$ cat src/rtl/core/pva_pkg.sv
// shared types and constants of the polyphonic voice allocator
package pva_pkg;

  // payload field widths
  localparam int unsigned ACTIVE_W = 4;
  localparam int unsigned SLOT_W   = 2;
  localparam int unsigned PITCH_W  = 16;
  localparam int unsigned VEL_W    = 16;
  localparam int unsigned INDEX_W  = 2;
  localparam int unsigned MASK_W   = 4;
  localparam int unsigned AGE_W    = 32;

  // request operation codes
  typedef enum logic {
    OP_TRIGGER = 1'b0,
    OP_DEMOTE  = 1'b1
  } pva_op_e;

  // sequencer states
  typedef enum logic [1:0] {
    ST_IDLE,
    ST_FREE,
    ST_OLD,
    ST_COMMIT
  } pva_state_e;

  // control from the sequencer to the steal unit
  typedef struct packed {
    logic clear;
    logic step;
  } pva_scan_ctl_t;

endpackage

$ cat src/rtl/core/pva_if.sv
// request and response channel interfaces of the voice allocator
interface pva_req_if;
  logic                             valid;
  logic                             ready;
  pva_pkg::pva_op_e                 opcode;
  logic [pva_pkg::ACTIVE_W-1:0]     active_mask;
  logic                             sustain_mode;
  logic [pva_pkg::SLOT_W-1:0]       note_slot;
  logic [pva_pkg::PITCH_W-1:0]      pitch_code;
  logic [pva_pkg::VEL_W-1:0]        velocity;

  modport source (
    output valid, opcode, active_mask, sustain_mode, note_slot, pitch_code, velocity,
    input  ready
  );
  modport sink (
    input  valid, opcode, active_mask, sustain_mode, note_slot, pitch_code, velocity,
    output ready
  );
endinterface

interface pva_rsp_if;
  logic                             valid;
  logic                             ready;
  logic [pva_pkg::INDEX_W-1:0]      voice_index;
  logic                             was_stolen;
  logic                             voice_sustains;
  logic [pva_pkg::MASK_W-1:0]       demoted_mask;
  logic [pva_pkg::PITCH_W-1:0]      note_pitch;
  logic [pva_pkg::VEL_W-1:0]        note_velocity;

  modport source (
    output valid, voice_index, was_stolen, voice_sustains, demoted_mask, note_pitch,
           note_velocity,
    input  ready
  );
  modport sink (
    input  valid, voice_index, was_stolen, voice_sustains, demoted_mask, note_pitch,
           note_velocity,
    output ready
  );
endinterface

$ cat src/rtl/core/pva_steal_unit.sv
// oldest-voice tracker with one shared age comparator, one voice per step
module pva_steal_unit #(
  parameter int unsigned VOICE_COUNT = 4
) (
  input  logic                                   clk_i,
  input  logic                                   rst_ni,
  input  pva_pkg::pva_scan_ctl_t                 ctl_i,
  input  logic [((VOICE_COUNT > 1) ? $clog2(VOICE_COUNT) : 1)-1:0] voice_i,
  input  logic [pva_pkg::AGE_W-1:0]              age_i,
  input  logic                                   sustain_i,
  output logic [((VOICE_COUNT > 1) ? $clog2(VOICE_COUNT) : 1)-1:0] pick_o
);

  localparam int unsigned VW = (VOICE_COUNT > 1) ? $clog2(VOICE_COUNT) : 1;

  logic                      have_free_q, have_sus_q;
  logic [pva_pkg::AGE_W-1:0] old_free_q, old_sus_q;
  logic [VW-1:0]             open_sel_q, held_sel_q;
  logic [pva_pkg::AGE_W-1:0] ref_age;
  logic                      have_ref;
  logic                      take;

  // the one comparator, shared by both candidate classes
  always_comb begin
    ref_age  = sustain_i ? old_sus_q : old_free_q;
    have_ref = sustain_i ? have_sus_q : have_free_q;
    take     = !have_ref || (age_i < ref_age);
  end

  always_ff @(posedge clk_i or negedge rst_ni) begin
    if (!rst_ni) begin
      have_free_q <= 1'b0;
      have_sus_q  <= 1'b0;
    end else if (ctl_i.clear) begin
      have_free_q <= 1'b0;
      have_sus_q  <= 1'b0;
    end else if (ctl_i.step && take) begin
      if (sustain_i) begin
        have_sus_q <= 1'b1;
      end else begin
        have_free_q <= 1'b1;
      end
    end
  end

  always_ff @(posedge clk_i) begin
    if (ctl_i.step && take) begin
      if (sustain_i) begin
        old_sus_q  <= age_i;
        held_sel_q <= voice_i;
      end else begin
        old_free_q <= age_i;
        open_sel_q <= voice_i;
      end
    end
  end

  // non-sustaining voices first, sustaining ones only as fallback
  assign pick_o = have_free_q ? open_sel_q : held_sel_q;

endmodule

$ cat src/rtl/core/polyphonic_voice_allocator.sv
// top level of the polyphonic voice allocator
//
// Each request either triggers a note or demotes all sustaining voices, and
// gives exactly one response. A trigger walks the voices one per cycle,
// starting at the rotating pointer, and takes the first one whose active bit
// is clear; when every voice sounds, a second pass walks the voices in index
// order through a single shared 32-bit age comparator and steals the oldest
// non-sustaining voice (oldest sustaining one if all sustain, ties to the
// lowest index). A demote goes from accept straight to the commit state, a
// trigger first walks the voices for a free one, and a steal adds the age
// pass before its commit; a request is accepted only in the idle state, so
// the next one waits until the commit of the last one is done.
// The response sits in an output register, so a new request is taken while
// a finished response still waits; only the final commit cycle waits for
// that register to drain. Voices at index 4 and up have no active bit and
// always count as free, and they never appear in demoted_mask. Pitch and
// velocity pass through unchanged; voice_index keeps its low two bits.
module polyphonic_voice_allocator #(
  parameter int unsigned VOICE_COUNT = 4
) (
  input  logic       clk_i,
  input  logic       rst_ni,
  pva_req_if.sink    req_i,
  pva_rsp_if.source  rsp_o
);

  localparam int unsigned VW = (VOICE_COUNT > 1) ? $clog2(VOICE_COUNT) : 1;
  localparam logic [VW-1:0] LAST = VW'(VOICE_COUNT - 1);

  // sequencer
  pva_pkg::pva_state_e state_q, state_d;

  // latched request
  pva_pkg::pva_op_e              op_q;
  logic [VOICE_COUNT-1:0]        active_q;
  logic                          sus_q;
  logic                          slot0_q;
  logic [pva_pkg::PITCH_W-1:0]   pitch_q;
  logic [pva_pkg::VEL_W-1:0]     vel_q;

  // scan bookkeeping
  logic [VW-1:0] cand_q, cand_d;
  logic [VW-1:0] cnt_q, cnt_d;
  logic [VW-1:0] pick_q, pick_d;
  logic          stolen_q, stolen_d;
  logic [VW-1:0] cand_nx;

  // allocator state
  logic [VW-1:0]             ptr_q;
  logic [pva_pkg::AGE_W-1:0] seq_q;
  logic [pva_pkg::AGE_W-1:0] age_q [VOICE_COUNT];
  logic [VOICE_COUNT-1:0]    marks_q;

  // response register
  logic                          out_valid_q;
  logic [pva_pkg::INDEX_W-1:0]   out_index_q;
  logic                          out_stolen_q;
  logic                          out_sus_q;
  logic [pva_pkg::MASK_W-1:0]    out_demoted_q;
  logic [pva_pkg::PITCH_W-1:0]   out_pitch_q;
  logic [pva_pkg::VEL_W-1:0]     out_vel_q;

  // handshake and datapath controls
  logic                   load;
  logic                   commit;
  pva_pkg::pva_scan_ctl_t scan_ctl;
  logic [VW-1:0]          steal_pick;
  logic [VW-1:0]          pick_fin;
  logic [VOICE_COUNT-1:0] marks_new;
  logic [VOICE_COUNT-1:0] demoted;
  logic [pva_pkg::AGE_W-1:0] seq_nx;

  // wrapping walk over the voices
  assign cand_nx = (cand_q == LAST) ? '0 : cand_q + VW'(1);

  pva_steal_unit #(
    .VOICE_COUNT (VOICE_COUNT)
  ) u_steal (
    .clk_i     (clk_i),
    .rst_ni    (rst_ni),
    .ctl_i     (scan_ctl),
    .voice_i   (cand_q),
    .age_i     (age_q[cand_q]),
    .sustain_i (marks_q[cand_q]),
    .pick_o    (steal_pick)
  );

  // next state and controls
  always_comb begin
    state_d     = state_q;
    req_i.ready = 1'b0;
    load        = 1'b0;
    commit      = 1'b0;
    scan_ctl    = '0;
    cand_d      = cand_q;
    cnt_d       = cnt_q;
    pick_d      = pick_q;
    stolen_d    = stolen_q;
    case (state_q)
      pva_pkg::ST_IDLE: begin
        req_i.ready = 1'b1;
        if (req_i.valid) begin
          load     = 1'b1;
          stolen_d = 1'b0;
          cand_d   = ptr_q;
          cnt_d    = '0;
          if (req_i.opcode == pva_pkg::OP_DEMOTE) begin
            state_d = pva_pkg::ST_COMMIT;
          end else begin
            state_d = pva_pkg::ST_FREE;
          end
        end
      end
      pva_pkg::ST_FREE: begin
        // probe one voice per cycle from the rotating pointer
        if (!active_q[cand_q]) begin
          pick_d  = cand_q;
          state_d = pva_pkg::ST_COMMIT;
        end else if (cnt_q == LAST) begin
          // everything sounds: restart at voice 0 for the age pass
          cand_d         = '0;
          stolen_d       = 1'b1;
          scan_ctl.clear = 1'b1;
          state_d        = pva_pkg::ST_OLD;
        end else begin
          cand_d = cand_nx;
          cnt_d  = cnt_q + VW'(1);
        end
      end
      pva_pkg::ST_OLD: begin
        // one age compare per cycle in index order
        scan_ctl.step = 1'b1;
        if (cand_q == LAST) begin
          state_d = pva_pkg::ST_COMMIT;
        end else begin
          cand_d = cand_nx;
        end
      end
      pva_pkg::ST_COMMIT: begin
        // update state and load the response once the output register is free
        if (!out_valid_q || rsp_o.ready) begin
          commit  = 1'b1;
          state_d = pva_pkg::ST_IDLE;
        end
      end
      default: begin
        state_d = pva_pkg::ST_IDLE;
      end
    endcase
  end

  // chosen voice, new sustain marks and the ones that got cleared
  always_comb begin
    pick_fin = stolen_q ? steal_pick : pick_q;
    seq_nx   = seq_q + pva_pkg::AGE_W'(1);
    if (op_q == pva_pkg::OP_DEMOTE) begin
      marks_new = '0;
    end else begin
      marks_new           = (sus_q && slot0_q) ? '0 : marks_q;
      marks_new[pick_fin] = sus_q;
    end
    demoted = marks_q & ~marks_new;
  end

  always_ff @(posedge clk_i or negedge rst_ni) begin
    if (!rst_ni) begin
      state_q <= pva_pkg::ST_IDLE;
    end else begin
      state_q <= state_d;
    end
  end

  // scan registers and allocator state
  always_ff @(posedge clk_i or negedge rst_ni) begin
    if (!rst_ni) begin
      cand_q   <= '0;
      cnt_q    <= '0;
      pick_q   <= '0;
      stolen_q <= 1'b0;
      ptr_q    <= '0;
      seq_q    <= '0;
      marks_q  <= '0;
      for (int v = 0; v < VOICE_COUNT; v++) begin
        age_q[v] <= '0;
      end
    end else begin
      cand_q   <= cand_d;
      cnt_q    <= cnt_d;
      pick_q   <= pick_d;
      stolen_q <= stolen_d;
      if (commit) begin
        marks_q <= marks_new;
        if (op_q == pva_pkg::OP_TRIGGER) begin
          ptr_q           <= (pick_fin == LAST) ? '0 : pick_fin + VW'(1);
          seq_q           <= seq_nx;
          age_q[pick_fin] <= seq_nx;
        end
      end
    end
  end

  // latched request fields
  always_ff @(posedge clk_i) begin
    if (load) begin
      op_q     <= req_i.opcode;
      active_q <= VOICE_COUNT'(req_i.active_mask);
      sus_q    <= req_i.sustain_mode;
      slot0_q  <= (req_i.note_slot == '0);
      pitch_q  <= req_i.pitch_code;
      vel_q    <= req_i.velocity;
    end
  end

  // response register
  always_ff @(posedge clk_i or negedge rst_ni) begin
    if (!rst_ni) begin
      out_valid_q <= 1'b0;
    end else if (commit) begin
      out_valid_q <= 1'b1;
    end else if (rsp_o.ready) begin
      out_valid_q <= 1'b0;
    end
  end

  always_ff @(posedge clk_i) begin
    if (commit) begin
      out_demoted_q <= pva_pkg::MASK_W'(demoted);
      if (op_q == pva_pkg::OP_DEMOTE) begin
        // demote responses carry only the cleared mask
        out_index_q  <= '0;
        out_stolen_q <= 1'b0;
        out_sus_q    <= 1'b0;
        out_pitch_q  <= '0;
        out_vel_q    <= '0;
      end else begin
        out_index_q  <= pva_pkg::INDEX_W'(pick_fin);
        out_stolen_q <= stolen_q;
        out_sus_q    <= sus_q;
        out_pitch_q  <= pitch_q;
        out_vel_q    <= vel_q;
      end
    end
  end

  assign rsp_o.valid          = out_valid_q;
  assign rsp_o.voice_index    = out_index_q;
  assign rsp_o.was_stolen     = out_stolen_q;
  assign rsp_o.voice_sustains = out_sus_q;
  assign rsp_o.demoted_mask   = out_demoted_q;
  assign rsp_o.note_pitch     = out_pitch_q;
  assign rsp_o.note_velocity  = out_vel_q;

endmodule

$ cat src/flat_wrapper.sv
// flat-port wrapper written by rule: the top's interface ports become plain ports
module polyphonic_voice_allocator_flat 
#(
  parameter int unsigned VOICE_COUNT = 4
)
  (clk_i, rst_ni, req_i_valid, req_i_opcode, req_i_active_mask, req_i_sustain_mode, req_i_note_slot, req_i_pitch_code, req_i_velocity, req_i_ready, rsp_o_valid, rsp_o_voice_index, rsp_o_was_stolen, rsp_o_voice_sustains, rsp_o_demoted_mask, rsp_o_note_pitch, rsp_o_note_velocity, rsp_o_ready);
  pva_req_if req_i_i ();
  pva_rsp_if rsp_o_i ();
  input  logic clk_i;
  input  logic rst_ni;
  input wire logic [$bits(req_i_i.valid)-1:0] req_i_valid;
  input wire logic [$bits(req_i_i.opcode)-1:0] req_i_opcode;
  input wire logic [$bits(req_i_i.active_mask)-1:0] req_i_active_mask;
  input wire logic [$bits(req_i_i.sustain_mode)-1:0] req_i_sustain_mode;
  input wire logic [$bits(req_i_i.note_slot)-1:0] req_i_note_slot;
  input wire logic [$bits(req_i_i.pitch_code)-1:0] req_i_pitch_code;
  input wire logic [$bits(req_i_i.velocity)-1:0] req_i_velocity;
  output wire logic [$bits(req_i_i.ready)-1:0] req_i_ready;
  output wire logic [$bits(rsp_o_i.valid)-1:0] rsp_o_valid;
  output wire logic [$bits(rsp_o_i.voice_index)-1:0] rsp_o_voice_index;
  output wire logic [$bits(rsp_o_i.was_stolen)-1:0] rsp_o_was_stolen;
  output wire logic [$bits(rsp_o_i.voice_sustains)-1:0] rsp_o_voice_sustains;
  output wire logic [$bits(rsp_o_i.demoted_mask)-1:0] rsp_o_demoted_mask;
  output wire logic [$bits(rsp_o_i.note_pitch)-1:0] rsp_o_note_pitch;
  output wire logic [$bits(rsp_o_i.note_velocity)-1:0] rsp_o_note_velocity;
  input wire logic [$bits(rsp_o_i.ready)-1:0] rsp_o_ready;
  assign req_i_i.valid = req_i_valid;
  assign req_i_i.opcode = req_i_opcode;
  assign req_i_i.active_mask = req_i_active_mask;
  assign req_i_i.sustain_mode = req_i_sustain_mode;
  assign req_i_i.note_slot = req_i_note_slot;
  assign req_i_i.pitch_code = req_i_pitch_code;
  assign req_i_i.velocity = req_i_velocity;
  assign req_i_ready = req_i_i.ready;
  assign rsp_o_valid = rsp_o_i.valid;
  assign rsp_o_voice_index = rsp_o_i.voice_index;
  assign rsp_o_was_stolen = rsp_o_i.was_stolen;
  assign rsp_o_voice_sustains = rsp_o_i.voice_sustains;
  assign rsp_o_demoted_mask = rsp_o_i.demoted_mask;
  assign rsp_o_note_pitch = rsp_o_i.note_pitch;
  assign rsp_o_note_velocity = rsp_o_i.note_velocity;
  assign rsp_o_i.ready = rsp_o_ready;
  polyphonic_voice_allocator #(.VOICE_COUNT(VOICE_COUNT)) u_core (.clk_i(clk_i), .rst_ni(rst_ni), .req_i(req_i_i), .rsp_o(rsp_o_i));
endmodule
$ cat config.mk
export PLATFORM = sky130hd
export DESIGN_NAME = polyphonic_voice_allocator_flat
export DESIGN_NICKNAME = d
export VERILOG_FILES = /design/src/rtl/core/pva_pkg.sv /design/src/rtl/core/pva_if.sv /design/src/rtl/core/pva_steal_unit.sv /design/src/rtl/core/polyphonic_voice_allocator.sv /design/src/flat_wrapper.sv
export SDC_FILE = /design/constraint.sdc
export NUM_CORES = 1
export LEC_CHECK = 0
export ABC_AREA = 1
export BUFFER_PORTS_ARGS = -buffer_cell sky130_fd_sc_hd__buf_2
export CORE_ASPECT_RATIO = 0.6
export CORE_MARGIN = 2
export CORE_UTILIZATION = 49
export CTS_CLUSTER_DIAMETER = 50
export DETAILED_ROUTE_END_ITERATION = 10
export PLACE_DENSITY = 0.72
export SLEW_MARGIN = 20
export SYNTH_ARGS = -nofsm -noshare
export SYNTH_HDL_FRONTEND = slang
export SYNTH_SLANG_ARGS = --single-unit
export TNS_END_PERCENT = 50
$ cat constraint.sdc
create_clock -name clk_i -period 14.1 [get_ports clk_i]
set_clock_uncertainty 0.1 [all_clocks]
set_input_delay 1.41 -clock clk_i [delete_from_list [all_inputs] [get_ports clk_i]]
set_output_delay 1.41 -clock clk_i [all_outputs]
set_load 0.1 [all_outputs]
# After elaboration in Yosys (flattened, before gate mapping)
# Cells that the tools add are included.
# classes
bitwise,7
muxes,58
n_addsub,4
n_lt_le_gt_ge,7
n_eq_ne,15
n_reduce_logical,25
# op_table
operator,n
$bwmux 128,1
$mux 32,4
$bmux 32 s2,1
$demux 32 s2,1
$mux 2,17
$add 32x1->32 const B,1
$lt 32x32->1,1
$mux 1,24
$reduce_and 4->1,4
$reduce_and 2->1,6
$eq 2x2->1 const B,5
$ne 2x1->1 const B,5
$mux 4,2
$pmux 2 s4,1
$reduce_bool 2->1,4
$add 2x1->2 const B,3
$ge 3x3->1 const B,2
$lt 2x3->1 const B,2
$ne 2x2->1 const B,3
$not 2->3,2
$pmux 2 s3,1
$and 4x4->4,1
$bmux 1 s2,2
$bwmux 4,1
14 further kinds,22
# totals
output_inout_bits,42
word_cells,147
ff_bits,325
inputBits,44

# Longest topological paths before layout
# logic_depth
ltp_word,10
depth_mapped,21

# By module
# From an unflattened synthesis, not the netlist that was laid out.
# hier_totals
hier_cells,1547
area_unflattened_um2,14714.1
# by_module_without_submodules
mod,area_each_um2,instances,cells_per_inst
polyphonic_voice_allocator,11518.5,1,1323
pva_steal_unit,3195.6,1,224

# Least setup slack after synthesis
# Ideal clock, no wire load.
# synth_timing
path_type,flip-flop to flip-flop
start,register u_core.cand_q[1]
end,register u_core.u_steal.held_sel_q[0] (enable)
n_path_buf,2
stages_incl_launch_ff,18
slack_ps,9431
arrival_time_ps,4144
setup_ps,425
path_cell_list,dfrtp_1 buf_2 inv_1 nand3_1 nand2_1 clkbuf_1 mux2i_1 ha_1 a21oi_1 nor2_1 a211oi_1 o221a_2 nand2_1 inv_1 nand2_1 nand2_1 nand2_1 nor2_1
# synth_between
elab_chain_cells,8
# synth_lines
element,line_no,text
"start, declared",polyphonic_voice_allocator.sv:42,"logic [VW-1:0] cand_q, cand_d;"
"start signal, assigned",polyphonic_voice_allocator.sv:187,cand_q <= cand_d;
$not 2->3 (implied by the code),polyphonic_voice_allocator.sv:83,".age_i (age_q[cand_q]),"
$bmux 32 s2,polyphonic_voice_allocator.sv:83,
$mux 32 (implied by the code) (2 in a row),polyphonic_voice_allocator.sv:83,
$lt 32x32->1,pva_steal_unit.sv:27,take = !have_ref || (age_i < ref_age);
$logic_or 1x1->1,pva_steal_unit.sv:27,
$logic_and 1x1->1,pva_steal_unit.sv:47,if (ctl_i.step && take) begin
$reduce_and 2->1 (no line) (*),--,
"end signal, assigned",pva_steal_unit.sv:50,held_sel_q <= voice_i;
"end, declared",pva_steal_unit.sv:18,"logic [VW-1:0] open_sel_q, held_sel_q;"
# Mark *: on every way between the ends. The rest lies on a longest branch, timed or not. The select of a mux whose other input is x is not followed.
# A chain may end at the register's enable or synchronous reset.

# Final worst setup path
# layout_timing
start,register u_core.cand_q[1]
end,register u_core.u_steal.old_free_q[9] in the netlist's numbering (enable)
# layout_between
elab_chain_cells,8
# layout_lines
element,line_no,text
$not 2->3 (implied by the code),polyphonic_voice_allocator.sv:83,
$bmux 32 s2,polyphonic_voice_allocator.sv:83,
$mux 32 (implied by the code) (2 in a row),polyphonic_voice_allocator.sv:83,
$lt 32x32->1,pva_steal_unit.sv:27,
$logic_or 1x1->1,pva_steal_unit.sv:27,
$logic_and 1x1->1,pva_steal_unit.sv:47,
$reduce_and 2->1 (no line) (*),--,
"end signal, assigned",pva_steal_unit.sv:52,old_free_q <= age_i;
"end, declared",pva_steal_unit.sv:17,"logic [pva_pkg::AGE_W-1:0] old_free_q, old_sus_q;"
# Marked as above.

==> results.yml <==
synth:
  synth_area_sq_mm: 0.0144
  synthCells: 1435
  synth_edf_count: 147
  ys_ff_latch: 325
  ys_types: 41
  synth_area_leaders: "dfrtp_1 31%, edfxtp_1 31%, nand2_1 11%, o21ai_0 5.0%, ha_1 3.7%"
  ys_warn_count: 0
  syn_avg_cell_area_sq_um: 10.0
  synth_seq_area_share: 0.617
  synth_top_area_cell: "dfrtp_1"
  synthArstFlopShare: 0.548
  synth_top_area_frac: 0.310
  synth-main-ff-cell: "dfrtp_1"
  synth_nets: 1521
detailed_routing:
  avgRoutedWirePerCell_um: 18.1
  ant_nets: 0
  drc: 0
  drtIter0Drc: 1099
  dr_wl_met2_um: 13200
  routed_wl_um: 34600
  top_layer_used: "met4"
  num_vias: 10200
  met1Wirelength_um: 17400
  wl_met3_um: 3610
  vias_per_cell: 5.35
  dr.pass1.iters: 5
clock_tree:
  cts_hold_buf: 0
  clkLatencyLatePin_ns: 0.59
  cts_made_buffers: 30
  ctsResizeCount: 0
  clockBufferDepth: 3
  cts_tree: "yes"
  clk_pin_slew_ns: 0.06
  postCtsSetupBuffers: 0
  htreeDepth: 1
  clockRootBuffer: "clkbuf_16"
  clock_sinks: 325
power_and_ir_drop:
  max-vdd-ir-drop_v: 0.000132
  p_per_area_mw_per_mm2: 233
  leakagePower_nw: 7.37
floorplanning:
  dieArea_sq_mm: 0.0308
  chipWidth_um: 225
  rows: 48
  fp.dieH_um: 137
  boundaryPins: 86
  start_util: 0.499
  core_area_sq_mm: 0.0288
job:
  maxCapViolations: 0
global_routing:
  grt_pass1_vias: 9659
  track_usage: 0.228
  gr-total-overflow: 0
  antenna_found_initial: 0
  grt_pass1_wl_um: 53800
  grt_max_degree: 108
sta:
  holdWs_ns: 0.368
  setup_tns_ns: 0
  finalSetupViolations: 0
  worstMarginPinSlew_ns: 1.08
  slew_violations: 0
  fmax_mhz: 213
  hold_viol: 0
  period_share: 0.332
  min_period_ns: 4.69
  maxSlewHeadroom: 0.281
  rsz0062_at_grt: "no"
  layout_setup_ws_ns: 9.41
cells_and_area:
  final_nets: 1594
  drive_above_1_share: 0.119
  area_delta_synth_final_pct: 12.1
  fillerInstances: 2458
worst_setup_path:
  crit_arrival_ns: 4.79
  critical_path_class: "flip-flop to flip-flop"
  worstSetupEndpointType: "flip-flop"
  worst_ep_required_time_ns: 14.20
  start_kind: "flip-flop"
  critPathMaxFanout: 40
place:
  gp_routability_congestion: 0.818
  portBuffers: 85
  hpwl_um: 23000
  pre_cts_ws_ns: 9.43
hold_path:
  hp-class: "flip-flop to flip-flop"
status:
  outcome: "finished, final reports clean"
[final timing paths]
path / cells after the start / from / to / slack (ns)
setup reg to reg: 18 / u_core.cand_q[1] / u_core.u_steal.old_free_q[9] / 9.41
max in group asynchronous: 2 / rst_ni / u_core.age_q[57] / 11.48
min in group asynchronous: 1 / rst_ni / u_core.seq_q[0] / 0.88
hold / removal: 2 / u_core.age_q[2] / u_core.age_q[2] / 0.37
hold reg to reg: 2 / u_core.age_q[2] / u_core.age_q[2] / 0.37
setup / recovery: 18 / u_core.cand_q[1] / u_core.u_steal.old_free_q[9] / 9.41
[flip-flops by register name, summed over array words and instances, names as in the netlist, 4 cells and up]
signal,count
u_core.pitch_q,16
u_core.u_steal.old_free_q,32
u_core.age_q,128
u_core.rsp_o.note_pitch,16
u_core.marks_q,4
u_core.rsp_o.note_velocity,16
u_core.vel_q,16
u_core.active_q,4
u_core.u_steal.old_sus_q,32
u_core.seq_q,32
u_core.rsp_o.demoted_mask,4
[cell usage after synthesis, types with 2 or more instances]
library cell  count
nand3_1          15
nor2_4            3
nand4_1           4
a21oi_1          36
xor2_1           25
xnor2_1           3
dfrtp_1         178
nor2_1          121
nor3_4            3
o21ai_0         144
a211oi_1          8
nand3_2           6
nand2_1         409
buf_2             5
mux2i_1          31
o31ai_1           2
xor2_2            3
nor3_2            2
edfxtp_1        147
nor3_1           10
o21ai_1          17
inv_1           118
ha_1             42
clkbuf_1         48
buf_1             7
o22ai_1          23
inv_2             7
nor4_1            4
o221a_2           2
[cell families after synthesis]
family | count (synthesis) | share of synthesized area
DFF | 325 | 0.617
adders and majority gates | 42 | 0.0365
muxes | 31 | 0.0216
AOI/OAI and AO/OA | 238 | 0.0890
and+or+nand+nor | 582 | 0.167
xor gates and xnor gates | 31 | 0.0204
buffers and inverters | 186 | 0.0490
[power by group]
part / switching (mW) / internal (mW) / leakage [nW]
sequential: 0.108 / 1.34 / 3.73
clock: 0.363 / 0.412 / 0.442
combinational: 1.12 / 0.404 / 3.20
[metrics by stage]
| stage | instances | total power [mW] | instance area (sq um) | util |
|---|---|---|---|---|
| 3_3_place_gp | 1851 | 2.92 | 15200 | 0.527 |
| 6_report | 1908 | 3.75 | 16100 | 0.559 |
| 4_1_cts | 1907 | 3.75 | 16100 | 0.559 |
| 3_5_place_dp | 1851 | 2.97 | 15200 | 0.527 |
| 2_1_floorplan | 1435 | 2.54 | 14400 | - |
| 5_1_grt | 1907 | 3.99 | 16100 | 0.559 |
[per-layer routing]
metal / GRT usage / vias up
li1: - / 4880
met5: 0 / -
met4: 0.0445 / 0
met1: 0.366 / 4958
met3: 0.0839 / 37
met2: 0.288 / 335
[critical path: stages (launching register included)]
cell and delay [ns]:
dfrtp_1 0.36, buf_4 0.27, inv_1 0.11, buf_4 0.38
nand3_1 0.20, nand2_2 0.10, buf_4 0.49, mux2i_1 0.26
ha_1 0.26, a21oi_1 0.15, nor2_1 0.06, a211oi_1 0.19
o221a_2 0.22, nand2_1 0.06, nand2_1 0.05, nand2_1 0.04
nand2_1 0.05, nand2_1 0.12, nor2_4 0.80
[area by class of cell]
| class | count | area (sq um) | share of cell area |
|---|---|---|---|
| Timing Repair Buffer | 101 | 552 | 0.0342 |
| Clock buffer | 38 | 781 | 0.0484 |
| Sequential cell | 325 | 8870 | 0.550 |
| Inverter | 126 | 473 | 0.0293 |
| Clock inverter | 18 | 131 | 0.00815 |
| Antenna cell | 1 | 2.50 | 0.000155 |
| Tap cell | 375 | 469 | 0.0291 |
| Multi-Input combinational cell | 924 | 4840 | 0.300 |
[layout by cell type (no fill, tap or decap), types with 2 or more instances in the layout]
cell type / count
xor2_1: 25
a21oi_1: 36
dfrtp_1: 177
o221a_2: 2
o21ai_1: 17
nor4_1: 4
nor3_1: 10
nor2_2: 6
nand3_1: 15
nor3_4: 3
nand3_2: 6
buf_4: 16
inv_2: 7
mux2i_1: 31
nor2_1: 114
o22ai_1: 23
inv_1: 116
edfxtp_1: 147
clkinv_2: 3
nand2_1: 408
nor2_4: 5
nand4_1: 4
inv_6: 3
clkinv_1: 11
buf_2: 84
o31ai_1: 2
o21ai_0: 144
clkbuf_1: 8
a211oi_1: 8
clkbuf_16: 30
xor2_2: 3
nor3_2: 2
xnor2_1: 3
ha_1: 42
Power figures use the tool's default switching activity.
